**src/rtl/mhdg_pkg.sv**
```systemverilog
// ---------------------------------------------------------------------------
// mhdg_pkg: shared types and constants of the magnetometer heading block
// Register indexes, chip variant codes, datapath widths, the queued word and
// the arctangent table of the CORDIC.
// ---------------------------------------------------------------------------
package mhdg_pkg;

  localparam int CORDIC_STEPS_DEF = 16;
  localparam int TABLE_LEN        = 24;

  localparam int CFG_INDEX_W = 1;
  localparam int CFG_DATA_W  = 16;

  localparam logic [CFG_INDEX_W-1:0] REG_VARIANT = 1'b0;
  localparam logic [CFG_INDEX_W-1:0] REG_DECL    = 1'b1;

  localparam logic [1:0] VARIANT_NONE = 2'd0;
  localparam logic [1:0] VARIANT_LE   = 2'd1;
  localparam logic [1:0] VARIANT_BE   = 2'd2;

  localparam int AXIS_W = 16;
  localparam int XY_W   = 28;
  localparam int ANG_W  = 27;
  localparam int NUM_W  = 34;
  localparam int Q_W    = NUM_W - 16;
  localparam int HD_W   = 18;

  localparam int QUEUE_DEPTH = 4;
  localparam int QPTR_W      = 2;

  localparam logic signed [ANG_W-1:0] HALF_TURN_ANG = 27'sd11796480;
  localparam logic signed [Q_W-1:0]   HALF_TURN_Q   = 18'sd18000;
  localparam logic signed [AXIS_W-1:0] HALF_TURN_DECL = 16'sd18000;
  localparam logic signed [HD_W-1:0]  FULL_TURN_HD  = 18'sd36000;
  localparam logic signed [NUM_W-1:0] CD_PER_DEG    = 34'sd100;
  localparam logic signed [NUM_W-1:0] ROUND_HALF    = 34'sd32768;

  typedef struct packed {
    logic                     ok;
    logic                     zero;
    logic signed [AXIS_W-1:0] x;
    logic signed [AXIS_W-1:0] y;
    logic signed [AXIS_W-1:0] z;
  } item_t;

  function automatic logic signed [ANG_W-1:0] atan_entry(input int idx);
    logic signed [ANG_W-1:0] v;
    unique case (idx)
      0:  v = 27'sd2949120;
      1:  v = 27'sd1740967;
      2:  v = 27'sd919879;
      3:  v = 27'sd466945;
      4:  v = 27'sd234379;
      5:  v = 27'sd117304;
      6:  v = 27'sd58666;
      7:  v = 27'sd29335;
      8:  v = 27'sd14668;
      9:  v = 27'sd7334;
      10: v = 27'sd3667;
      11: v = 27'sd1833;
      12: v = 27'sd917;
      13: v = 27'sd458;
      14: v = 27'sd229;
      15: v = 27'sd115;
      16: v = 27'sd57;
      17: v = 27'sd29;
      18: v = 27'sd14;
      19: v = 27'sd7;
      20: v = 27'sd4;
      21: v = 27'sd2;
      22: v = 27'sd1;
      default: v = '0;
    endcase
    return v;
  endfunction

endpackage

```
**src/rtl/mhdg_queue.sv**
```systemverilog
// ---------------------------------------------------------------------------
// mhdg_queue: short queue between the input stage and the heading pipeline
// A four-entry first-in first-out buffer of unpacked words.
// ---------------------------------------------------------------------------
module mhdg_queue
  import mhdg_pkg::*;
(
  input  logic  clk,
  input  logic  rst,
  input  logic  push,
  input  item_t push_item,
  output logic  full,
  input  logic  pop,
  output item_t pop_item,
  output logic  empty
);

  item_t             entries [0:QUEUE_DEPTH-1];
  logic [QPTR_W-1:0] wr_ptr;
  logic [QPTR_W-1:0] rd_ptr;
  logic [QPTR_W:0]   count;

  assign full     = (count == (QPTR_W+1)'(QUEUE_DEPTH));
  assign empty    = (count == '0);
  assign pop_item = entries[rd_ptr];

  always_ff @(posedge clk) begin
    if (rst) begin
      wr_ptr <= '0;
      rd_ptr <= '0;
      count  <= '0;
    end else begin
      if (push) begin
        wr_ptr <= wr_ptr + 1'b1;
      end
      if (pop) begin
        rd_ptr <= rd_ptr + 1'b1;
      end
      if (push && !pop) begin
        count <= count + 1'b1;
      end else if (pop && !push) begin
        count <= count - 1'b1;
      end
    end
  end

  always_ff @(posedge clk) begin
    if (push) begin
      entries[wr_ptr] <= push_item;
    end
  end

endmodule

```
**config.mk**
```make
export PLATFORM = sky130hd
export DESIGN_NAME = mhdg_queue
export DESIGN_NICKNAME = d
export VERILOG_FILES = /design/src/rtl/mhdg_pkg.sv /design/src/rtl/mhdg_queue.sv
export SDC_FILE = /design/constraint.sdc
export NUM_CORES = 1
export LEC_CHECK = 0
export ABC_AREA = 1
export BUFFER_PORTS_ARGS = -buffer_cell sky130_fd_sc_hd__buf_4
export CORE_MARGIN = 4
export CORE_UTILIZATION = 54
export DETAILED_ROUTE_END_ITERATION = 16
export PLACE_DENSITY = 0.79
export SYNTH_ARGS = -nofsm -noshare
export SYNTH_HDL_FRONTEND = slang
export SYNTH_SLANG_ARGS = --single-unit
```
**constraint.sdc**
```tcl
create_clock -name clk -period 2.44 [get_ports clk]
set_input_delay 0.244 -clock clk [delete_from_list [all_inputs] [get_ports clk]]
set_output_delay 0.244 -clock clk [all_outputs]
set_load 0.02 [all_outputs]
```
[Yosys cells after proc, flatten, opt, wreduce, memory -nomap -nowiden]
Memories as Yosys holds them, arrays and structs flattened. A register that Yosys moved wholly into a read port is not among the register bits.
Cells that the tools add are included.
Word-level totals
  bits in registers: 7
  bits in writable memories: 200
  input port bits: 54
  output and inout bits: 52
  logic and storage cells: 21
  memories: 1
Memory list
  entries: depth 4, bits a word 50, read ports 1, clocked after memory_dff 1, wr ports 1, RTL line mhdg_queue.sv:18  | item_t entries [0:QUEUE_DEPTH-1];
Operators by class
  add/sub/neg operators: 4
  equality and inequality tests: 1
  multiplexer cells: 6
  reductions and logical operators: 6
Operators by type and width (count)
  $mux W3: 2
  $add A2 B1 Y2 const B: 2
  $mux W2: 2
  $add A3 B1 Y3 const B: 1
  $eq A3 B3 Y1 const B: 1
  $logic_not A3 Y1: 1
  $sub A3 B1 Y3 const B: 1
  $logic_and A1 B1 Y1: 2
  $logic_not A1 Y1: 2
  $mux W1: 2
  $reduce_bool A2 Y1: 1

[Logic depth before layout (Yosys ltp)]
Gate-level depths: netlist of the first run.
  depth in word-level cells: 4
  depth in mapped cells: 10
  gate-level depth less buffers: 10

[Least setup slack after synthesis of the first run]
No wires, ideal clock.
  path kind: reg2reg
  start point: reg wr_ptr[0]
  end point: mem entries[2][0] (netlist bit), enable pin
  setup time: 404 ps
  arrival: 1566 ps
  data required time: 2036 ps
  setup slack: 470 ps
  cell stages (with the launch flop): 5
  path buffers: 0
  period minus slack after synthesis: 1970 ps
  cells stage by stage: dfxtp_1 inv_1 ha_1 nand2_1 inv_1
RTL lines
  start, declared: RTL line mhdg_queue.sv:19  | logic [QPTR_W-1:0] wr_ptr;
  start signal, assigned: RTL line mhdg_queue.sv:34  | wr_ptr <= wr_ptr + 1'b1;
  end, declared: RTL line mhdg_queue.sv:18
No word-level cell before the write port.

==> results.tsv, run 1 <==
metric	value	unit
status	completed	
dpl_cell_area	0.00885	mm2
cts_tree	built	
htreeDepth	1	
syn_to_final_growth	25.0	%
arrival	1.97	ns
slowest_stage	dfxtp_4	
fillers	958	
die_area	0.0168	mm2
synth_area_leaders	edfxtp_1 (75%), nor2_1 (4.9%), o22ai_1 (3.9%)	
rsz0062_at_grt	no	
slew_headroom	63.9	%
cts_root_buf	clkbuf_16	
synthCells	541	
switchingPower	1.85	mW
finalNonFillerCells	899	
io_pins	106	
synth-seq-cells	209	
die_h	130	um
finalMaxSlewViolations	0	
synth_area_leader_cell	edfxtp_1	
seqPwrFrac	51.6	%
rr_worst_depth	5	
hp-start	pop	
power.density	807	mW/mm2
viasPerCell	5.49	
yosysTopAreaCellShare	75.1	%
post-place-cells	812	
clockPowerShare	36.1	%
grt_usage	19.6	%
worst_pin_slew	0.541	ns
wirelength	16700	um
ys_types	23	
cap_violations	0	
drcViolationCount	0	
setup_violations	0	
pwr-share-comb	12.3	%
switching_share	22.9	%
worstReg2RegStart	wr_ptr[0]	
syn_area	0.00799	mm2
worstSetupPathType	reg2out	
clkSinkCount	209	
pre_cts_ws	0.720	ns
p_int	6.21	mW
crit_path_end_kind	output port	
vias	4935	
fin_nets	761	
io_buffers	105	
syn_avg_cell_area	14.8	um2
drive_gt1_share	21.8	%
clk-insertion-delay-late	0.48	ns
cp_max_fo	30	
clockBufferDepth	3	
num_antenna_cells	0	
fin_crit	2.22	ns
skew	0.00914	ns
power_leakage	3.61	nW
hold_slack	0.0890	ns
wl_per_cell	18.6	um
postLayoutCoreUtil	68.8	%
grt_max_degree	101	
core	0.0145	mm2
gp_congestion	0.743	
cts_made_buffers	20	
first_pass_iters	5	
syn_nets	601	
path_clk_slew	0.06	ns
fin_ws	0.224	ns
hold_depth	3	
finalHoldViolations	0	
yosysWarnings	0	
path_cells	buf_4 -> o21ai_0 -> o22ai_1 -> buf_4	
hold_class	in2reg	
required	2.20	ns
ir_worst_vdd	0.000489	V
start_util	55.0	%
post-route-period-util	90.8	%
antenna_found_initial	0	
fp-row-count	44	
antenna_left	0	
dp_hpwl	9730	um
startpoint_type	flop	
max_freq	451	MHz
grt_pass1_vias	5098	
synth-seq-area-share	77.4	%
die_x	130	um
stdcell_area	0.00999	mm2
total_power	8.06	mW
cp_common_cell	buf_4	
slowest_delay	0.53	ns
post_cts_resized	0	
grt_pass1_wl	25800	um
tns	0	ns
drt_iter0_drc	305	
grt_remaining_overflow	0	
==> cell usage in the layout, fill, tap and decap left out, types with 2 or more instances in the layout <==
cell type and count:
edfxtp_1 200, clkbuf_8 5, inv_2 5, nor2_1 105, o22ai_1 50, o21ai_1 60, ha_1 5, dlygate4sd3_1 51
inv_1 11, nand2_1 9, buf_12 5, o21ai_0 45, buf_4 113, dfxtp_1 7, clkinv_1 3, nor3_1 2
clkbuf_16 21, clkinv_2 3, a21oi_1 3, clkbuf_1 4
==> cells in the mapped netlist <==
library cell / n
nand2_1: 9
nor3_1: 2
buf_8: 5
o21ai_0: 45
nor2_1: 105
dlymetal6s2s_1: 1
a21oi_1: 3
o22ai_1: 50
ha_1: 5
buf_2: 10
nor2_2: 1
nand3_1: 1
inv_1: 16
buf_6: 5
inv_12: 1
buf_4: 5
fa_1: 1
o21ai_1: 60
edfxtp_1: 200
buf_12: 5
dfxtp_1: 9
xor2_1: 1
nand4_1: 1
==> metal layers <==
| layer | share of wire (%) | GRT usage [%] | routed length [um] | vias up |
|---|---|---|---|---|
| met2 | 51 | 34.7 | 8560 | 155 |
| li1 | - | - | - | 2351 |
| met5 | 0 | 0 | 0 | - |
| met3 | 5.5 | 3.46 | 916 | 26 |
| met1 | 42 | 25.1 | 6990 | 2403 |
| met4 | 1.7 | 5.38 | 280 | 0 |
==> cells by family after synthesis <==
| group | synth area share, % |
|---|---|
| flops | 77.4 |
| compound gates | 10.7 |
| simple gates | 5.70 |
| buf+inv | 5.10 |
| fa+ha+maj | 1.03 |
| xor+xnor | 0.110 |
==> cell type report <==
cell class | instances | area (um2) | share of cell area, %
Clock buffer | 30 | 609 | 6.10
Sequential cell | 209 | 6190 | 62.0
Tap cell | 184 | 230 | 2.30
Multi-Input combinational cell | 284 | 1400 | 14.0
Clock inverter | 6 | 26.3 | 0.263
Timing Repair Buffer | 169 | 1460 | 14.6
Inverter | 17 | 76.3 | 0.764
==> power by group through the flow <==
stage	Combinational (mW)	Clock (mW)	Sequential (mW)
after floorplan	0.562	0	4.21
after global placement	0.898	0	4.22
after detailed placement	0.926	0	4.23
after CTS	0.996	2.97	4.16
after global routing	1.07	3.15	4.17
final	0.991	2.91	4.16
==> state kept, by name, indices dropped and copies added (netlist names), named ones only <==
signal / flops
wr_ptr: 2
rd_ptr: 2
count: 3
entries: 200
==> worst max-delay path: cells and delay by family, from the launching register on <==
family,cells,cell delay [ns]
AOI/OAI and AO/OA,2,0.39
buffers and inverters,2,0.57
DFF,1,0.53
==> path summary, 6_finish.rpt <==
| path | to | slack [ns] |
|---|---|---|
| max reg2reg | entries[2][28] | 0.73 |
| min | rd_ptr[0] | 0.09 |
| max | pop_item[19] | 0.22 |
| min reg2reg | flop | 0.47 |
==> repair_timing <==
| item | in CTS | in global routing |
|---|---|---|
| hold buffers | 51 | 0 |
| setup buffers | 0 | 0 |
| hold endpoints to repair | 201 | 0 |
(Power assumes the default switching activity.)
==> inputs of run 2 (changes only) <==
==> constraint.sdc (replaced) <==
create_clock -name clk -period 2.7 [get_ports clk]
set_input_delay 0.27 -clock clk [delete_from_list [all_inputs] [get_ports clk]]
set_output_delay 0.27 -clock clk [all_outputs]
set_load 0.02 [all_outputs]
==> results.tsv, run 2 (synthesized netlist as in run 1, its figures left out) <==
metric	value	unit	change
finalMaxSlewViolations	0		unchanged
io_buffers	105		unchanged
status	completed		
arrival	2.23	ns	+0.26 ns
htreeDepth	1		unchanged
worstReg2RegStart	wr_ptr[0]		
antenna_found_initial	0		unchanged
skew	0.00749	ns	-0.00165 ns
fillers	998		+4.2%
worst_pin_slew	0.631	ns	+0.0895 ns
finalHoldViolations	0		unchanged
worstSetupPathType	reg2out		
fp-row-count	44		unchanged
hold_class	in2reg		
drcViolationCount	0		unchanged
drt_iter0_drc	361		+18%
clockBufferDepth	3		unchanged
hold_slack	0.119	ns	+0.0296 ns
grt_usage	20.4	%	+0.78 points
cap_violations	0		unchanged
fin_nets	761		unchanged
die_area	0.0168	mm2	unchanged
grt_remaining_overflow	0		unchanged
io_pins	106		unchanged
rsz0062_at_grt	no		
final_cell_mix	edfxtp_1 (200), buf_4 (113), nor2_1 (105), o21ai_1 (60), dlygate4sd3_1 (51)		
power_leakage	3.62	nW	+0.52%
critPathBufInv	2		unchanged
die_h	130	um	unchanged
crit_path_end_kind	output port		
layout_commonest_cell	edfxtp_1		
startpoint_type	flop		
setup_violations	0		unchanged
max_freq	400	MHz	
start_util	55.0	%	unchanged
fin_crit	2.50	ns	
dp_hpwl	9560	um	-1.7%
critical-path-top-delay-family	flip-flops		
core	0.0145	mm2	unchanged
cp_common_cell	buf_4		
required	2.43	ns	+0.23 ns
wl_per_cell	19.1	um	+2.7%
power.density	754	mW/mm2	-6.5%
clkSinkCount	209		unchanged
die_x	130	um	unchanged
cts_root_buf	clkbuf_16		
slowest_stage	dfxtp_4		
total_power	7.57	mW	-6.1%
post_cts_buffers	0		unchanged
grt_pass1_wl	26700	um	+3.7%
vias	5002		+1.4%
post-route-period-util	92.5	%	
gp_congestion	0.782		+5.2%
grt_pass1_vias	5215		+2.3%
ir_worst_vdd	0.000547	V	+12%
cp_max_fo	55		+83%
first_pass_iters	5		unchanged
viasPerCell	5.57		+1.5%
wirelength	17200	um	+2.6%
largest_reg_flops	200		unchanged
cts_tree	built		
largestRegisters	entries: 200 flops, count: 3 flops		
slowest_delay	0.75	ns	+0.22 ns
path_clk_slew	0.06	ns	about the same
drive_gt1_share	22.0	%	+0.17 points
num_antenna_cells	0		unchanged
slew_headroom	57.9	%	-6.0 points
clk-insertion-delay-late	0.48	ns	about the same
post_cts_resized	0		unchanged
tns	0	ns	unchanged
grt_max_degree	101		unchanged
cts_made_buffers	21		+5.0%
largest-register	entries		
antenna_left	0		unchanged
syn_to_final_growth	25.5	%	
path_cells	buf_4 -> o21ai_0 -> o22ai_1 -> buf_4		
hp-start	pop		
[run 2: cell type report]
| class | instances | area [um2] | share of cell area, % |
|---|---|---|---|
| clock buffers | 22 | 529 | 5.28 |
| repair buffers | 168 | 1440 | 14.3 |
| inverters | 17 | 76.3 | 0.761 |
| flip-flops and latches | 209 | 6190 | 61.7 |
| well taps | 184 | 230 | 2.30 |
| multi-input cells | 284 | 1400 | 14.0 |
| clock inverters | 14 | 165 | 1.65 |
[run 2: worst min-delay path, cell delays in order]
cell	delay [ns]
buf_4	0.09
o21ai_0	0.10
nor2_1	0.09
[run 2: routing by layer]
metal | vias to the layer above | wire [um] | global-route usage, %
li1 | 2344 | - | -
met2 | 185 | 8710 | 35.7
met5 | - | 0 | 0
met1 | 2450 | 7080 | 26.7
met3 | 23 | 1140 | 3.54
met4 | 0 | 259 | 5.32
[run 2: power by group]
group / total (mW) / switching (mW) / internal [mW] / leakage [nW]
Sequential: 3.76 / 0.0603 / 3.70 / 1.91
Clock: 2.92 / 1.12 / 1.80 / 0.346
Combinational: 0.886 / 0.529 / 0.357 / 1.37
Total: 7.57 / 1.71 / 5.85 / 3.62
[run 2: path summary, 6_finish.rpt]
check,depth (start not counted),slack [ns],endpoint
worst max-delay path,4,0.20,pop_item[1]
worst min register to register,1,0.46,flop
worst min-delay path,3,0.12,flop
worst max register to register,5,0.92,entries[2][13]
[run 2: through the flow]
step           util [%]  worst slack [ns]  instances  area, um2
2_1_floorplan         -             0.730        541       7990
3_3_place_gp       60.7             0.761        811       8830
3_5_place_dp       60.7             0.708        811       8830
4_1_cts            69.0             0.177        898      10000
5_1_grt            69.0            0.0504        898      10000
6_report           69.0             0.203        898      10000
[run 2: what timing repair did]
| action | 4_1_cts | 5_1_grt |
|---|---|---|
| endpoints found under the setup margin | 0 | 0 |
| hold buffers | 51 | 0 |
| hold endpoints to repair | 196 | 0 |
