[config.mk]
export PLATFORM = sky130hd
export DESIGN_NAME = mhdg_back
export DESIGN_NICKNAME = d
export VERILOG_FILES = /design/src/rtl/mhdg_pkg.sv /design/src/rtl/mhdg_back.sv
export SDC_FILE = /design/constraint.sdc
export NUM_CORES = 2
export LEC_CHECK = 0
export ABC_AREA = 1
export BUFFER_PORTS_ARGS = -buffer_cell sky130_fd_sc_hd__buf_2
export CORE_MARGIN = 3
export CORE_UTILIZATION = 25
export DETAILED_ROUTE_END_ITERATION = 8
export GPL_TIMING_DRIVEN = 0
export PLACE_DENSITY = 0.48
export SLEW_MARGIN = 20
export SYNTH_ARGS = -nofsm -noshare
export SYNTH_HDL_FRONTEND = slang
export SYNTH_SLANG_ARGS = --single-unit
export TNS_END_PERCENT = 10
[constraint.sdc]
create_clock -name clk -period 57.6 [get_ports clk]
set_input_delay 5.76 -clock clk [delete_from_list [all_inputs] [get_ports clk]]
set_output_delay 5.76 -clock clk [all_outputs]
set_load 0.02 [all_outputs]
[src/rtl/mhdg_pkg.sv]
// ---------------------------------------------------------------------------
// mhdg_pkg: shared types and constants of the magnetometer heading block
// Register indexes, chip variant codes, datapath widths, the queued word and
// the arctangent table of the CORDIC.
// ---------------------------------------------------------------------------
package mhdg_pkg;

  localparam int CORDIC_STEPS_DEF = 16;
  localparam int TABLE_LEN        = 24;

  localparam int CFG_INDEX_W = 1;
  localparam int CFG_DATA_W  = 16;

  localparam logic [CFG_INDEX_W-1:0] REG_VARIANT = 1'b0;
  localparam logic [CFG_INDEX_W-1:0] REG_DECL    = 1'b1;

  localparam logic [1:0] VARIANT_NONE = 2'd0;
  localparam logic [1:0] VARIANT_LE   = 2'd1;
  localparam logic [1:0] VARIANT_BE   = 2'd2;

  localparam int AXIS_W = 16;
  localparam int XY_W   = 28;
  localparam int ANG_W  = 27;
  localparam int NUM_W  = 34;
  localparam int Q_W    = NUM_W - 16;
  localparam int HD_W   = 18;

  localparam int QUEUE_DEPTH = 4;
  localparam int QPTR_W      = 2;

  localparam logic signed [ANG_W-1:0] HALF_TURN_ANG = 27'sd11796480;
  localparam logic signed [Q_W-1:0]   HALF_TURN_Q   = 18'sd18000;
  localparam logic signed [AXIS_W-1:0] HALF_TURN_DECL = 16'sd18000;
  localparam logic signed [HD_W-1:0]  FULL_TURN_HD  = 18'sd36000;
  localparam logic signed [NUM_W-1:0] CD_PER_DEG    = 34'sd100;
  localparam logic signed [NUM_W-1:0] ROUND_HALF    = 34'sd32768;

  typedef struct packed {
    logic                     ok;
    logic                     zero;
    logic signed [AXIS_W-1:0] x;
    logic signed [AXIS_W-1:0] y;
    logic signed [AXIS_W-1:0] z;
  } item_t;

  function automatic logic signed [ANG_W-1:0] atan_entry(input int idx);
    logic signed [ANG_W-1:0] v;
    unique case (idx)
      0:  v = 27'sd2949120;
      1:  v = 27'sd1740967;
      2:  v = 27'sd919879;
      3:  v = 27'sd466945;
      4:  v = 27'sd234379;
      5:  v = 27'sd117304;
      6:  v = 27'sd58666;
      7:  v = 27'sd29335;
      8:  v = 27'sd14668;
      9:  v = 27'sd7334;
      10: v = 27'sd3667;
      11: v = 27'sd1833;
      12: v = 27'sd917;
      13: v = 27'sd458;
      14: v = 27'sd229;
      15: v = 27'sd115;
      16: v = 27'sd57;
      17: v = 27'sd29;
      18: v = 27'sd14;
      19: v = 27'sd7;
      20: v = 27'sd4;
      21: v = 27'sd2;
      22: v = 27'sd1;
      default: v = '0;
    endcase
    return v;
  endfunction

endpackage

[src/rtl/mhdg_back.sv]
// ---------------------------------------------------------------------------
// mhdg_back: heading pipeline
// Half-plane pre-rotation, one CORDIC vectoring step per stage, conversion
// to centidegrees, declination and wrap, and the output register.
// ---------------------------------------------------------------------------
module mhdg_back
  import mhdg_pkg::*;
#(
  parameter int CORDIC_STEPS = CORDIC_STEPS_DEF
)
(
  input  logic                     clk,
  input  logic                     rst,
  input  logic signed [AXIS_W-1:0] decl,
  input  logic                     q_empty,
  input  item_t                    q_item,
  output logic                     q_pop,
  output logic                     m_axis_tvalid,
  input  logic                     m_axis_tready,
  output logic [63:0]              m_axis_tdata,
  output logic                     m_axis_tuser
);

  logic                    advance;
  logic signed [XY_W-1:0]  cx  [0:CORDIC_STEPS];
  logic signed [XY_W-1:0]  cy  [0:CORDIC_STEPS];
  logic signed [ANG_W-1:0] ang [0:CORDIC_STEPS];
  item_t                   itm [0:CORDIC_STEPS];
  logic                    vld [0:CORDIC_STEPS];

  logic signed [XY_W-1:0]  x_scaled;
  logic signed [XY_W-1:0]  y_scaled;

  logic                    mul_vld;
  item_t                   mul_item;
  logic signed [NUM_W-1:0] mul_num;

  logic                    sum_vld;
  item_t                   sum_item;
  logic signed [HD_W-1:0]  sum_hd;
  logic signed [Q_W-1:0]   q_raw;
  logic signed [Q_W-1:0]   q_clamped;
  logic signed [AXIS_W-1:0] decl_clamped;

  logic signed [HD_W-1:0]  hd_wrapped;

  assign advance = !m_axis_tvalid || m_axis_tready;
  assign q_pop   = advance && !q_empty;

  assign x_scaled = {{(XY_W-AXIS_W-8){q_item.x[AXIS_W-1]}}, q_item.x, 8'b0};
  assign y_scaled = {{(XY_W-AXIS_W-8){q_item.y[AXIS_W-1]}}, q_item.y, 8'b0};

  always_ff @(posedge clk) begin
    if (rst) begin
      vld[0] <= 1'b0;
    end else if (advance) begin
      vld[0] <= !q_empty;
    end
  end

  always_ff @(posedge clk) begin
    if (advance) begin
      itm[0] <= q_item;
      if (q_item.x[AXIS_W-1]) begin
        cx[0]  <= -x_scaled;
        cy[0]  <= -y_scaled;
        ang[0] <= q_item.y[AXIS_W-1] ? -HALF_TURN_ANG : HALF_TURN_ANG;
      end else begin
        cx[0]  <= x_scaled;
        cy[0]  <= y_scaled;
        ang[0] <= '0;
      end
    end
  end

  for (genvar k = 0; k < CORDIC_STEPS; k++) begin : g_step
    logic signed [XY_W-1:0] sx;
    logic signed [XY_W-1:0] sy;

    assign sx = cx[k] >>> k;
    assign sy = cy[k] >>> k;

    always_ff @(posedge clk) begin
      if (rst) begin
        vld[k+1] <= 1'b0;
      end else if (advance) begin
        vld[k+1] <= vld[k];
      end
    end

    always_ff @(posedge clk) begin
      if (advance) begin
        itm[k+1] <= itm[k];
        if (!cy[k][XY_W-1]) begin
          cx[k+1]  <= cx[k] + sy;
          cy[k+1]  <= cy[k] - sx;
          ang[k+1] <= ang[k] + atan_entry(k);
        end else begin
          cx[k+1]  <= cx[k] - sy;
          cy[k+1]  <= cy[k] + sx;
          ang[k+1] <= ang[k] - atan_entry(k);
        end
      end
    end
  end

  always_ff @(posedge clk) begin
    if (rst) begin
      mul_vld       <= 1'b0;
      sum_vld       <= 1'b0;
      m_axis_tvalid <= 1'b0;
    end else if (advance) begin
      mul_vld       <= vld[CORDIC_STEPS];
      sum_vld       <= mul_vld;
      m_axis_tvalid <= sum_vld;
    end
  end

  always_comb begin
    q_raw = mul_num[NUM_W-1:16];
    if (mul_item.zero) begin
      q_clamped = '0;
    end else if (q_raw > HALF_TURN_Q) begin
      q_clamped = HALF_TURN_Q;
    end else if (q_raw < -HALF_TURN_Q) begin
      q_clamped = -HALF_TURN_Q;
    end else begin
      q_clamped = q_raw;
    end
    if (decl > HALF_TURN_DECL) begin
      decl_clamped = HALF_TURN_DECL;
    end else if (decl < -HALF_TURN_DECL) begin
      decl_clamped = -HALF_TURN_DECL;
    end else begin
      decl_clamped = decl;
    end
  end

  always_comb begin
    if (sum_hd < 0) begin
      hd_wrapped = sum_hd + FULL_TURN_HD;
    end else if (sum_hd >= FULL_TURN_HD) begin
      hd_wrapped = sum_hd - FULL_TURN_HD;
    end else begin
      hd_wrapped = sum_hd;
    end
  end

  always_ff @(posedge clk) begin
    if (advance) begin
      mul_item <= itm[CORDIC_STEPS];
      mul_num  <= NUM_W'(ang[CORDIC_STEPS]) * CD_PER_DEG + ROUND_HALF;
      sum_item <= mul_item;
      sum_hd   <= HD_W'(q_clamped) + HD_W'(decl_clamped);
      m_axis_tuser        <= sum_item.ok;
      m_axis_tdata[15:0]  <= sum_item.ok ? hd_wrapped[15:0] : 16'd0;
      m_axis_tdata[31:16] <= sum_item.x;
      m_axis_tdata[47:32] <= sum_item.y;
      m_axis_tdata[63:48] <= sum_item.z;
    end
  end

endmodule

# After elaboration in Yosys (flattened, before gate mapping)

Memories as Yosys holds them, arrays and structs flattened. A register that Yosys moved wholly into a read port is not among the register bits.
Cells that the tools add are included.

Reduce and logical (&&, ||, !) cells: 4
Shifts and indexed selects: 0
Divide/modulo/power cells: 0
Eq/ne operators: 0
Multipliers: 1
Order comparisons: 6
Bitwise logic cells: 68
Add/sub/neg operators: 101
Mux-type cells: 184

Operators with widths:

| operator                     | number |
|---|---|
| 2-to-1 mux 28 bit            | 34 |
| 2-to-1 mux 27 bit            | 18 |
| 2-to-1 mux 1 bit             | 125 |
| OR 1 bit                     | 68 |
| 2-to-1 mux 16 bit            | 4 |
| adder 28 x 13 -> 28 bit      | 2 |
| adder 28 x 14 -> 28 bit      | 2 |
| adder 28 x 15 -> 28 bit      | 2 |
| adder 28 x 16 -> 28 bit      | 2 |
| adder 28 x 17 -> 28 bit      | 2 |
| adder 28 x 18 -> 28 bit      | 2 |
| adder 28 x 19 -> 28 bit      | 2 |
| adder 28 x 20 -> 28 bit      | 2 |
| adder 28 x 21 -> 28 bit      | 2 |
| adder 28 x 22 -> 28 bit      | 2 |
| adder 28 x 23 -> 28 bit      | 2 |
| adder 28 x 24 -> 28 bit      | 2 |
| adder 28 x 25 -> 28 bit      | 2 |
| adder 28 x 26 -> 28 bit      | 2 |
| adder 28 x 27 -> 28 bit      | 2 |
| negation 24 -> 28 bit        | 2 |
| subtractor 28 x 13 -> 28 bit | 2 |
| subtractor 28 x 14 -> 28 bit | 2 |
| subtractor 28 x 15 -> 28 bit | 2 |
| 61 further kinds             | 77 |

RAM bits: 2278
Register bits: 168
Memories: 5
Word-level logic and storage cells: 380
Bits in latches: 0
Bits in read-only memories: 0
Input bits: 70

Memory list:

| memory | depth | bits a word | read ports | clocked after memory_dff | write ports | RTL line        | text |
|---|---|---|---|---|---|---|---|
| itm    | 17    | 50          | 17         | 1                        | 17          | mhdg_back.sv:28 | `item_t itm [0:CORDIC_STEPS];` |
| cx     | 17    | 28          | 16         | 0                        | 17          | mhdg_back.sv:25 | `logic signed [XY_W-1:0] cx [0:CORDIC_STEPS];` |
| cy     | 17    | 28          | 16         | 0                        | 17          | mhdg_back.sv:26 | `logic signed [XY_W-1:0] cy [0:CORDIC_STEPS];` |
| ang    | 17    | 27          | 17         | 0                        | 17          | mhdg_back.sv:27 | `logic signed [ANG_W-1:0] ang [0:CORDIC_STEPS];` |
| vld    | 17    | 1           | 17         | 1                        | 17          | mhdg_back.sv:29 | `logic vld [0:CORDIC_STEPS];` |

# Depth between registers and ports, before layout

Depth in word-level cells: 6
Mapped depth: 24

# Least setup slack after synthesis

Ideal clock, no wire load.

Kind: input-to-reg
Start point: in m_axis_tready
End point: mem itm[0][0] (netlist name), enable pin
Stages on the path: 2
Required time: 50.299 ns
Buffers on the path: 0
Arrival: 22.694 ns
Slack: 27.605 ns
Cells stage by stage: inv_4 nand2_1

RTL lines:

| item               | RTL line        | text |
|---|---|---|
| start: declaration | mhdg_back.sv:19 | `input logic m_axis_tready,` |
| end: declaration   | mhdg_back.sv:28 |  |

# Final worst setup path

Start point: in m_axis_tready
End point: out q_pop

Word-level cells in the longest chain between the ends: 2

Ends and longest elaborated chain:

| item              | RTL line        | text |
|---|---|---|
| logical OR 1 bit  | mhdg_back.sv:47 | `assign advance = !m_axis_tvalid \|\| m_axis_tready;` |
| logical AND 1 bit | mhdg_back.sv:48 | `assign q_pop = advance && !q_empty;` |
| end: declaration  | mhdg_back.sv:17 | `output logic q_pop,` |

No other way between the ends.

==> impl_metrics.yaml <==
clock_network:
  cts_tree: "done"
  cts_hold_buf: 0
  clk_pin_slew_ns: 0.06
  post_cts_buffers: 0
  cts_resized: 0
  cts_buffers: 269
  cts_sinks: 2222
  clk_latency_ns: 0.91
  root_buffer: "clkbuf_16"
  clockBufferDepth: 4
  h-tree-depth: 5
route:
  wl_met1_um: 148600
  drc_errors: 0
  drt_iter0_drc: 5234
  dr.max_layer_used: "met4"
  dr_wl_met2_um: 166300
  avgRoutedWirePerCell_um: 15.39
  num_vias: 96890
  dr.pass1.iters: 5
  wl_met3_um: 10750
  totalWireLength_um: 340100
  antenna_left: 0
  via_per_inst: 4.383
die:
  die_h_um: 749.8
  fp-row-count: 272
  core_area_mm2: 0.5500
  die_width_um: 749.8
  dieArea_mm2: 0.5622
  ios: 137
  initial_core_util: 0.2515
grt:
  antenna_found_initial: 16
  grt_pass1_wl_um: 533500
  first_global_vias: 96810
  grtUsageTotal: 0.1175
  grt_max_degree: 61
  grt_overflow_total: 0
worst_setup_path:
  end_kind: "primary output"
  critPathKind: "in2out"
  startpoint: "m_axis_tready"
  crit_fanout: 10
  rr_worst_depth: 18
  cp_data_required_time_ns: 51.84
  r2r_end: "cy[12][25]"
  cp-start-kind: "input port"
  worstReg2RegStart: "m_axis_tvalid"
  rrSetupSlack_ns: 51.20
  critPathCapture: "q_pop"
  worstPathArrival_ns: 7.81
place:
  dp_hpwl_um: 270400
  placed_cells: 21620
  gp_congestion: 0.9290
  portBuffers: 136
  dp_slack_ns: 43.94
sta:
  rsz0062_at_grt: "no"
  setup_viol: 0
  fin_tns_setup_ns: 0
  worst_slew_pin_slew_ns: 1.057
  period_share: 0.2356
  fin_crit_ns: 13.57
  skew_ns: 0.04161
  hold_viol: 0
  relSlewSlack: 0.2952
  setup_ws_ns: 44.03
  max_freq_ghz: 0.07370
  report.final.slew_viol_count: 0
finish:
  final_common_cell: "nand2_1"
  finalNetCount: 15980
  fin_cells: 22110
  final_core_utilization: 0.2866
  drive_gt1_frac: 0.05102
  nFillCells: 57870
  area_delta_synth_final_pct: 13.96
  final_cell_mix: "nand2_1, edfxtp_1, inv_1"
synth:
  syn_area_per_cell_um2: 9.750
  syn_inst: 14190
  synth.ff_latch_count: 2222
  synth_edf_count: 2219
  synthesis.nets: 15540
  async_flop_share: 0
  synthesis.area_mm2: 0.1383
  synth_cell_types: 76
  yosysWarnings: 0
  synth_ff_type: "edfxtp_1"
  ys_seq_area_frac: 0.4822
hold_path:
  hp-class: "reg2reg"
  min_path_cells: 0
outcome:
  status: "completed"
run:
  maxCapViolCount: 0
[worst min path at each step]
stage,startpoint,endpoint,slack (ns)
2_1_floorplan,ang[5][1],ang[6][1],0.40
3_3_place_gp,itm[5][35],itm[6][35],0.40
3_5_place_dp,ang[5][2],ang[6][2],0.40
4_1_cts,itm[6][23],itm[7][23],0.40
5_1_grt,itm[1][47],itm[2][47],0.39
6_report,itm[4][22],itm[5][22],0.40
[state kept, by name (all words and copies together), names as in the netlist, 17 cells and up]
signal / flops
sum_hd: 18
mul_num: 18
sum_item: 49
cy: 389
vld: 17
ang: 389
m_axis_tdata: 64
itm: 850
mul_item: 50
cx: 374
[cell usage after synthesis (all sizes together) (52+ instances only)]
cell type	n	area, µm²
edfxtp	2219	66630
clkbuf	52	195.2
nor2	1272	4925
a21oi	1284	6437
xnor2	505	4423
inv	1577	5922
nand4	178	1114
nor3	202	1087
a21boi	90	675.6
o21ai	755	3850
xor2	999	8757
fa	58	1161
a31oi	92	575.6
o211ai	57	427.9
o21a	89	668.1
buf	52	257.8
nand3	518	2608
o21bai	150	1126
a21o	89	668.1
nand2	2421	9151
ha	1225	15330
[metal layers]
metal  vias up  GRT usage
met5         -          0
met4         0    0.04706
met3       620    0.01376
met2      1430     0.2094
met1     44560     0.1437
li1      50280          -
[worst max-delay path, cell delays in order]
cell    delay, ns
buf_2        0.16
nor2_8       0.47
buf_6        0.54
buf_4        0.49
nor2_1       0.07
buf_2        0.17
[through the flow]
step	area, µm²	hold WS (ns)
after floorplan	138300	0.4003
after global placement	148100	0.4001
after detailed placement	149200	0.4045
after CTS	157600	0.3957
after global routing	157600	0.3943
final	157600	0.4024
[cell type report]
type	count	area (µm²)	area share
Timing Repair Buffer	174	1659	0.01053
Antenna cell	7	17.52	0.0001111
Clock buffer	332	7096	0.04502
Sequential cell	2222	66690	0.4231
Buffer	104	476.7	0.003024
Clock inverter	145	1301	0.008256
Multi-Input combinational cell	10280	65350	0.4146
Inverter	1581	5937	0.03767
Tap cell	7261	9085	0.05764
[cells by family (layout without fill, tap and decap cells)]
group | count (synthesis) | in the layout | share of synthesized area
simple gates | 4725 | 4725 | 0.1429
compound gates | 2761 | 2761 | 0.1136
flops | 2222 | 2222 | 0.4822
buf+inv | 1685 | 2336 | 0.04620
xor+xnor | 1505 | 1505 | 0.09546
fa+ha+maj | 1283 | 1283 | 0.1192
mux | 5 | 5 | 0.0003619
other cells | 0 | 7 | 0
Power is left out: the tool's default activity adds up to more than one toggle a clock period on the data nets, which glitch-free logic cannot reach.
